**src/hw/rtl/pdc_pkg.sv**
```systemverilog
// shared types, default settings and coding constants for the pwm period and dead-time calculator
package pdc_pkg;

    localparam longint unsigned CLOCK_HZ_DEF = 64'd180000000;
    localparam longint unsigned FREQ_MIN_DEF = 64'd20000;
    localparam longint unsigned FREQ_MAX_DEF = 64'd200000;
    localparam longint unsigned DEAD_MIN_DEF = 64'd100;
    localparam longint unsigned DEAD_MAX_DEF = 64'd1000;

    localparam longint unsigned NS_PER_S = 64'd1000000000;
    localparam longint unsigned NS_HALF  = 64'd500000000;
    localparam int unsigned     NS_DIV_W = 30;

    localparam logic [7:0]  CODE_EXT   = 8'h80;
    localparam logic [31:0] STEP_MAX   = 32'd127;
    localparam logic [31:0] EXT_BIAS   = 32'd64;
    localparam logic [31:0] EXT_MAX    = 32'd63;
    localparam logic [31:0] RELOAD_CAP = 32'd65536;
    localparam logic [15:0] RELOAD_MAX = 16'hffff;

    typedef struct packed {
        logic [31:0] freq_hz;
        logic [15:0] deadtime_ns;
    } req_word_t;

    typedef struct packed {
        logic [15:0] period_reload;
        logic [15:0] compare_half;
        logic [7:0]  deadtime_code;
    } res_word_t;

endpackage

```
**src/hw/rtl/pdc_cell.sv**
```systemverilog
// one restoring division step: takes a dividend bit, yields a quotient bit
module pdc_cell #(
    parameter int unsigned DW = 8,
    parameter int unsigned NB = 8
) (
    input  logic          clk,
    input  logic          en,
    input  logic [DW-1:0] rem_in,
    input  logic [NB-1:0] bits_in,
    input  logic [NB-1:0] quot_in,
    input  logic [DW-1:0] div_in,
    output logic [DW-1:0] rem,
    output logic [NB-1:0] bits,
    output logic [NB-1:0] quot,
    output logic [DW-1:0] div
);

    logic [DW-1:0] rem_reg,  rem_next;
    logic [NB-1:0] bits_reg, bits_next;
    logic [NB-1:0] quot_reg, quot_next;
    logic [DW-1:0] div_reg;
    logic [DW:0]   trial;
    logic [DW:0]   diff;
    logic          ge;

    assign trial = {rem_in, bits_in[NB-1]};
    assign diff  = trial - {1'b0, div_in};
    assign ge    = (trial >= {1'b0, div_in});

    // partial remainder stays below the divisor, so it fits DW bits
    assign rem_next  = ge ? diff[DW-1:0] : trial[DW-1:0];
    assign bits_next = bits_in << 1;
    assign quot_next = (quot_in << 1) | NB'(ge);

    always_ff @(posedge clk)
    begin
        if (en)
        begin
            rem_reg  <= rem_next;
            bits_reg <= bits_next;
            quot_reg <= quot_next;
            div_reg  <= div_in;
        end
    end

    assign rem  = rem_reg;
    assign bits = bits_reg;
    assign quot = quot_reg;
    assign div  = div_reg;

endmodule

```
**src/hw/rtl/pdc_out.sv**
```systemverilog
// saturation and dead-time encoding, output register and skid word
module pdc_out #(
    parameter int unsigned NB = 8,
    parameter int unsigned DW = 30
) (
    input  logic               clk,
    input  logic               rst_n,
    input  logic               valid,
    input  logic [NB-1:0]      period_quot,
    input  logic [NB-1:0]      dead_quot,
    input  logic [DW-1:0]      dead_rem,
    input  logic               stall,
    output logic               res_valid,
    output pdc_pkg::res_word_t res_word,
    output logic               hold
);

    logic [31:0]        pq;
    logic [15:0]        reload;
    logic [16:0]        reload_inc;
    logic               round_up;
    logic [NB:0]        steps;
    logic [NB-1:0]      half;
    logic [31:0]        half_w;
    logic [31:0]        ext;
    logic [7:0]         code;
    pdc_pkg::res_word_t enc;

    logic               l_valid_reg;
    pdc_pkg::res_word_t l_word_reg;
    logic               skid_valid_reg;
    pdc_pkg::res_word_t skid_word_reg;

    always_comb
    begin
        pq = 32'(period_quot);
        priority if (pq == 32'd0)
            reload = 16'd0;
        else if (pq > pdc_pkg::RELOAD_CAP)
            reload = pdc_pkg::RELOAD_MAX;
        else
            reload = 16'(pq - 32'd1);
        reload_inc = {1'b0, reload} + 17'd1;

        // round to nearest, ties up, from floor quotient and remainder
        round_up = (dead_rem >= DW'(pdc_pkg::NS_HALF));
        steps    = {1'b0, dead_quot} + (NB+1)'(round_up);
        half     = dead_quot >> 1;
        half_w   = 32'(half);
        priority if (half_w < pdc_pkg::EXT_BIAS)
            ext = 32'd0;
        else if (half_w - pdc_pkg::EXT_BIAS > pdc_pkg::EXT_MAX)
            ext = pdc_pkg::EXT_MAX;
        else
            ext = half_w - pdc_pkg::EXT_BIAS;
        if (32'(steps) <= pdc_pkg::STEP_MAX)
            code = 8'(steps);
        else
            code = pdc_pkg::CODE_EXT | 8'(ext);

        enc.period_reload = reload;
        enc.compare_half  = reload_inc[16:1];
        enc.deadtime_code = code;
    end

    // the row only moves while the skid word is free
    assign hold = skid_valid_reg;

    always_ff @(posedge clk or negedge rst_n)
    begin
        if (!rst_n)
        begin
            l_valid_reg    <= 1'b0;
            skid_valid_reg <= 1'b0;
        end
        else if (!skid_valid_reg)
        begin
            l_valid_reg <= valid;
            if (l_valid_reg && stall)
                skid_valid_reg <= 1'b1;
        end
        else if (!stall)
        begin
            skid_valid_reg <= 1'b0;
        end
    end

    always_ff @(posedge clk)
    begin
        if (!skid_valid_reg)
        begin
            l_word_reg    <= enc;
            skid_word_reg <= l_word_reg;
        end
    end

    assign res_valid = skid_valid_reg | l_valid_reg;
    assign res_word  = skid_valid_reg ? skid_word_reg : l_word_reg;

    a_skid_holds: assert property (@(posedge clk) disable iff (!rst_n)
        skid_valid_reg && stall |=> skid_valid_reg && $stable(skid_word_reg))
        else $error("skid word changed while stalled");

    a_code_form: assert property (@(posedge clk) disable iff (!rst_n)
        l_valid_reg |-> l_word_reg.deadtime_code[7:6] != 2'b11)
        else $error("dead-time code outside both forms");

    a_half_sat: assert property (@(posedge clk) disable iff (!rst_n)
        l_valid_reg && l_word_reg.period_reload == pdc_pkg::RELOAD_MAX
            |-> l_word_reg.compare_half == 16'h8000)
        else $error("compare value wrong at saturated reload");

endmodule

```
**src/hw/rtl/pwm_period_and_deadtime_calc.sv**
```systemverilog
// pwm period and dead-time calculator: clamp and multiply, a row of divider cells, encoder
// a front register, the row of divider cells and the output register lie between an accepted
// request and its result word; N = quotient width of the wider of the two divisions (N = 14 by default)
// throughput: one word per cycle while the skid word is free; each cell of the row resolves one
// quotient bit of the period division and of the dead-time division side by side
// reset: clears the valid flags of the row, the output word and the skid word
module pwm_period_and_deadtime_calc #(
    parameter longint unsigned CLOCK_HZ = pdc_pkg::CLOCK_HZ_DEF,
    parameter longint unsigned FREQ_MIN = pdc_pkg::FREQ_MIN_DEF,
    parameter longint unsigned FREQ_MAX = pdc_pkg::FREQ_MAX_DEF,
    parameter longint unsigned DEAD_MIN = pdc_pkg::DEAD_MIN_DEF,
    parameter longint unsigned DEAD_MAX = pdc_pkg::DEAD_MAX_DEF
) (
    input  logic               clk,
    input  logic               rst_n,
    input  logic               req_valid,
    output logic               req_stall,
    input  pdc_pkg::req_word_t req_word,
    output logic               res_valid,
    input  logic               res_stall,
    output pdc_pkg::res_word_t res_word
);

    // the upper limit wins when the limits cross
    localparam longint unsigned F_LO  = (FREQ_MAX < FREQ_MIN) ? FREQ_MAX : FREQ_MIN;
    localparam longint unsigned F_LO1 = (F_LO == 0) ? 64'd1 : F_LO;
    localparam int unsigned FW_R  = $clog2(FREQ_MAX + 1);
    localparam int unsigned FW    = (FW_R < 1) ? 1 : FW_R;
    localparam int unsigned QP_R  = $clog2(CLOCK_HZ / F_LO1 + 1);
    localparam int unsigned QP    = (QP_R < 1) ? 1 : QP_R;
    localparam int unsigned NSW_R = $clog2(DEAD_MAX + 1);
    localparam int unsigned NSW   = (NSW_R < 1) ? 1 : NSW_R;
    localparam int unsigned CW    = $clog2(CLOCK_HZ + 1);
    localparam int unsigned PW    = NSW + CW;
    localparam int unsigned QD_R  = $clog2(DEAD_MAX * CLOCK_HZ / pdc_pkg::NS_PER_S + 1);
    localparam int unsigned QD    = (QD_R < 1) ? 1 : QD_R;
    localparam int unsigned N     = (QP > QD) ? QP : QD;
    localparam int unsigned DW    = pdc_pkg::NS_DIV_W;

    logic            en;
    logic            hold;
    logic [31:0]     f_lo_cl;
    logic [31:0]     f_cl;
    logic [FW-1:0]   f_eff;
    logic [15:0]     d_lo_cl;
    logic [15:0]     d_cl;
    logic [NSW-1:0]  nsc;
    logic [CW-1:0]   clk_const;
    logic [PW-1:0]   prod;

    logic            front_valid_reg;
    logic [FW-1:0]   f_reg;
    logic [PW-1:0]   prod_reg;
    logic [N-1:0]    cell_valid_reg;

    logic [FW-1:0]   p_rem  [N+1];
    logic [N-1:0]    p_bits [N+1];
    logic [N-1:0]    p_quot [N+1];
    logic [FW-1:0]   p_div  [N+1];
    logic [DW-1:0]   d_rem  [N+1];
    logic [N-1:0]    d_bits [N+1];
    logic [N-1:0]    d_quot [N+1];
    logic [DW-1:0]   d_div  [N+1];

    assign en        = !hold;
    assign req_stall = hold;

    always_comb
    begin
        f_lo_cl = (req_word.freq_hz < 32'(FREQ_MIN)) ? 32'(FREQ_MIN) : req_word.freq_hz;
        f_cl    = (f_lo_cl > 32'(FREQ_MAX)) ? 32'(FREQ_MAX) : f_lo_cl;
        f_eff   = (f_cl == 32'd0) ? FW'(1) : FW'(f_cl);
        d_lo_cl = (req_word.deadtime_ns < 16'(DEAD_MIN)) ? 16'(DEAD_MIN) : req_word.deadtime_ns;
        d_cl    = (d_lo_cl > 16'(DEAD_MAX)) ? 16'(DEAD_MAX) : d_lo_cl;
        nsc     = NSW'(d_cl);
    end

    assign clk_const = CW'(CLOCK_HZ);
    assign prod      = nsc * clk_const;

    always_ff @(posedge clk or negedge rst_n)
    begin
        if (!rst_n)
        begin
            front_valid_reg <= 1'b0;
            cell_valid_reg  <= '0;
        end
        else if (en)
        begin
            front_valid_reg <= req_valid;
            cell_valid_reg  <= (cell_valid_reg << 1) | N'(front_valid_reg);
        end
    end

    always_ff @(posedge clk)
    begin
        if (en)
        begin
            f_reg    <= f_eff;
            prod_reg <= prod;
        end
    end

    // quotients fit N bits, so the dividend from bit N up starts as the remainder
    assign p_rem[0]  = FW'(CLOCK_HZ >> N);
    assign p_bits[0] = N'(CLOCK_HZ);
    assign p_quot[0] = '0;
    assign p_div[0]  = f_reg;
    assign d_rem[0]  = DW'(prod_reg >> N);
    assign d_bits[0] = N'(prod_reg);
    assign d_quot[0] = '0;
    assign d_div[0]  = DW'(pdc_pkg::NS_PER_S);

    for (genvar k = 0; k < N; k++)
    begin : g_row
        pdc_cell #(
            .DW (FW),
            .NB (N)
        ) u_period (
            .clk     (clk),
            .en      (en),
            .rem_in  (p_rem[k]),
            .bits_in (p_bits[k]),
            .quot_in (p_quot[k]),
            .div_in  (p_div[k]),
            .rem     (p_rem[k+1]),
            .bits    (p_bits[k+1]),
            .quot    (p_quot[k+1]),
            .div     (p_div[k+1])
        );

        pdc_cell #(
            .DW (DW),
            .NB (N)
        ) u_dead (
            .clk     (clk),
            .en      (en),
            .rem_in  (d_rem[k]),
            .bits_in (d_bits[k]),
            .quot_in (d_quot[k]),
            .div_in  (d_div[k]),
            .rem     (d_rem[k+1]),
            .bits    (d_bits[k+1]),
            .quot    (d_quot[k+1]),
            .div     (d_div[k+1])
        );
    end

    pdc_out #(
        .NB (N),
        .DW (DW)
    ) u_out (
        .clk         (clk),
        .rst_n       (rst_n),
        .valid       (cell_valid_reg[N-1]),
        .period_quot (p_quot[N]),
        .dead_quot   (d_quot[N]),
        .dead_rem    (d_rem[N]),
        .stall       (res_stall),
        .res_valid   (res_valid),
        .res_word    (res_word),
        .hold        (hold)
    );

    a_row_frozen: assert property (@(posedge clk) disable iff (!rst_n)
        hold |=> $stable(cell_valid_reg) && $stable(front_valid_reg))
        else $error("divider row moved while the skid word was full");

endmodule

```
**config.mk**
```make
export PLATFORM = sky130hd
export DESIGN_NAME = pwm_period_and_deadtime_calc
export DESIGN_NICKNAME = d
export VERILOG_FILES = /design/src/hw/rtl/pdc_pkg.sv /design/src/hw/rtl/pdc_cell.sv /design/src/hw/rtl/pdc_out.sv /design/src/hw/rtl/pwm_period_and_deadtime_calc.sv
export SDC_FILE = /design/constraint.sdc
export NUM_CORES = 2
export LEC_CHECK = 0
export BUFFER_PORTS_ARGS = -buffer_cell sky130_fd_sc_hd__buf_2
export CORE_ASPECT_RATIO = 1.2
export CORE_MARGIN = 1.5
export CORE_UTILIZATION = 55
export DETAILED_ROUTE_END_ITERATION = 10
export PLACE_DENSITY = 0.71
export SYNTH_ARGS = -nofsm -noshare
export SYNTH_HDL_FRONTEND = slang
export SYNTH_SLANG_ARGS = --single-unit
```
**constraint.sdc**
```tcl
create_clock -name clk -period 72.6 [get_ports clk]
set_clock_uncertainty 0.2 [all_clocks]
set_input_delay 7.26 -clock clk [delete_from_list [all_inputs] [get_ports clk]]
set_output_delay 7.26 -clock clk [all_outputs]
set_load 0.05 [all_outputs]
```
==> impl_metrics.py <==
metrics = {
    "floorplan": {
        "rows": 129,
        "core-area_um2": 103300,
        "die_h_um": 357.0,
        "num_io_pins": 94,
        "die_w_um": 298.0,
        "die-area_um2": 106400,
        "start_util_pct": 55.60,
    },
    "synthesis": {
        "syn_inst": 4457,
        "synth_cell_types": 101,
        "avgSynthCellArea_um2": 12.89,
        "synth_area_um2": 57440,
        "synth-edff-count": 1089,
        "yosys_warnings": 0,
        "synth_nets": 4907,
        "ys_seq_area_share_pct": 59.07,
        "async_flop_share_pct": 1.483,
        "synth_flop_cell": "edfxtp_1",
        "ys_ff_latch": 1146,
    },
    "sta": {
        "min_period_over_period_pct": 18.59,
        "timing.final.max_slew_violations": 0,
        "fin_crit_ns": 13.50,
        "tightestPinTransition_ns": 1.203,
        "rsz0062_at_grt": "false",
        "tns_ns": 0,
        "hold_viol": 0,
        "fmax_mhz": 74.08,
        "slew_headroom_pct": 19.70,
        "finalSetupViolations": 0,
    },
    "grt": {
        "grt_overflow_total": 0,
        "antenna_found_initial": 0,
        "grt_start_max_net_pins": 208,
        "grt_usage_pct": 17.69,
        "grt_pass1_vias": 33260,
        "grt_pass1_wl_mm": 154.9,
    },
    "critical_path": {
        "crit_path_max_fanout": 7,
        "crit_type": "in2reg",
        "cp.required_ns": 72.83,
        "crit_path_end_kind": "flip-flop",
        "cp-start-kind": "input pin",
        "critPathArrivalTime_ns": 13.73,
        "reg2reg_depth": 5,
    },
    "final_layout": {
        "layout-drive-gt1-share_pct": 11.29,
        "largest_reg_flops": 369,
        "num_antenna_cells": 0,
        "area.growth.synth_to_final_pct": 9.923,
        "final_core_util_pct": 61.12,
        "nets": 5080,
    },
    "clock_network": {
        "post-cts-setup-buffers": 0,
        "cts-root-buf": "clkbuf_16",
        "cts.sinks": 1146,
        "cts_resized": 0,
        "clk_path_buf_depth": 3,
        "cts_tree": "yes",
        "cts_buffers": 112,
        "clk_pin_slew_ns": 0.06,
        "h-tree-depth": 3,
        "cts_hold_buffers": 0,
        "worstSkewPairLatency_ns": 0.68,
    },
    "routing": {
        "routed_wl_mm": 94.45,
        "drcViolationCount": 0,
        "via_per_inst": 5.409,
        "drt_iter0_markers": 1306,
        "via_count": 32980,
        "ant_nets": 0,
        "wire_per_inst_um": 15.49,
        "drt_first_pass_iters": 8,
    },
    "min_path": {
        "hp-class": "reg2reg",
        "hold_depth": 0,
    },
    "pwr": {
        "p_comb_share_pct": 40.0,
        "p_sw_mw": 1.093,
        "swShare_pct": 35.10,
        "p_clk_share_pct": 17.9,
        "leakagePower_nw": 25.19,
        "peakVddDrop_mv": 0.03682,
        "cellPowerDensity_nw_per_um2": 49.34,
        "p_int_mw": 2.022,
        "seqPwrFrac_pct": 42.1,
    },
    "job": {
        "drv_cap": 0,
    },
    "run_status": {
        "status": "complete, no violations",
    },
    "placement": {
        "hpwl_mm": 69.36,
        "io_buffers": 93,
        "gp_congestion": 0.9301,
    },
}
## power groups by stage
stage	Sequential (mW)	Combinational (mW)	Clock, mW
after floorplan	1.41	1.01	0
after global placement	1.32	1.22	0
after detailed placement	1.33	1.24	0
after CTS	1.31	1.25	0.572
after global routing	1.35	1.39	0.597
final	1.31	1.25	0.557
## stage by stage
stage	std cells	setup WS [ns]	area, µm²	power, mW	hold slack (ns)
after floorplan	4457	40.69	57440	2.423	0.2003
after global placement	5891	58.49	59550	2.533	0.2008
after detailed placement	5891	58.39	59550	2.569	0.2045
after CTS	6097	59.12	63130	3.139	0.2058
after global routing	6097	58.77	63130	3.329	0.2133
final	6097	59.10	63130	3.115	0.2137
## cells by family (layout without fill, tap and decap cells)
logic type | count (synthesis) | count (layout) | share of synthesized area (%)
fa+ha+maj | 398 | 398 | 9.572
flops | 1146 | 1146 | 59.07
other cells | 1 | 1 | 0.006529
mux | 228 | 228 | 4.505
buf+inv | 492 | 757 | 3.316
simple gates | 1039 | 1039 | 9.036
compound gates | 780 | 780 | 8.805
xor+xnor | 373 | 373 | 5.688
## final cells by class
class                      count  area [µm²]
tap                         1375        1720
clock buffer                 137        2918
sequential                  1146       33930
clock inverter                69       668.1
multi-input combinational   2819       21610
fill                        7863       40160
timing repair buffer         110       630.6
inverter                     441        1663
## routing by layer
metal / share of wire [%] / track usage [%] / up-vias
met4: 4.6 / 8.914 / 0
met1: 38 / 17.91 / 15580
li1: - / - / 16600
met3: 2.8 / 2.430 / 253
met2: 55 / 35.02 / 548
met5: 0 / 0 / -
## layout by cell type (no fill, tap or decap), types with 93 or more instances in the layout
| cell | synthesis | layout |
|---|---|---|
| mux2_2 | 176 | 176 |
| nand2_1 | 236 | 236 |
| a21oi_1 | 245 | 245 |
| buf_2 | 16 | 93 |
| xor2_1 | 140 | 140 |
| clkbuf_16 | 0 | 113 |
| o21ai_0 | 162 | 162 |
| nor2_1 | 303 | 302 |
| ha_1 | 329 | 329 |
| inv_1 | 439 | 438 |
| edfxtp_1 | 1089 | 1089 |
| xnor2_1 | 233 | 233 |
## Yosys cell counts, drive strengths merged (40+ instances only)
master | instances | share of area (%)
edfxtp | 1089 | 57
inv | 439 | 2.9
ha | 329 | 7.2
nor2 | 305 | 2.0
a21oi | 246 | 2.2
nand2 | 240 | 1.6
xnor2 | 233 | 3.6
mux2 | 202 | 4.1
o21ai | 175 | 1.6
xor2 | 140 | 2.1
fa | 69 | 2.4
nand3 | 66 | 0.58
nor3 | 65 | 0.61
o21a | 61 | 0.80
nand2b | 59 | 0.64
a21o | 56 | 0.73
nand4 | 48 | 0.52
nor2b | 45 | 0.49
dfxtp | 40 | 1.4
## critical path: stages
cell and delay, ns:
buf_2 0.10, nor4_1 0.25, nand2_1 0.13, or2_2 0.38, or4_1 0.55, nand2_1 0.12
inv_1 0.06, nand2_1 0.13, inv_1 0.16, fa_1 0.56, inv_1 0.06, fa_1 0.51
inv_1 0.05, fa_1 0.46, fa_1 0.49, ha_1 0.30, ha_1 0.37, a21oi_1 0.19
o21ai_0 0.11, a31oi_1 0.51, o2111ai_1 0.21, and2_1 0.22, a211o_1 0.29, a21oi_1 0.17
xnor2_1 0.08
## final timing paths
check / from / endpoint / slack [ns]
min reg2reg: g_row[10].u_period.quot[9]$_DFFE_PN_ / g_row[11].u_period.quot[10]$_DFFE_PN_ / 0.21
min in group asynchronous: rst_n / u_out.hold$_DFF_PN0_ / 6.32
min: g_row[10].u_period.quot[9]$_DFFE_PN_ / g_row[11].u_period.quot[10]$_DFFE_PN_ / 0.21
max: req_word[11] / prod_reg[37]$_DFFE_PN_ / 59.10
max in group asynchronous: rst_n / u_out.hold$_DFF_PN0_ / 65.58
max reg2reg: u_out.hold$_DFF_PN0_ / g_row[9].u_period.div[12]$_DFFE_PN_ / 67.69
(Power assumes the default switching activity.)
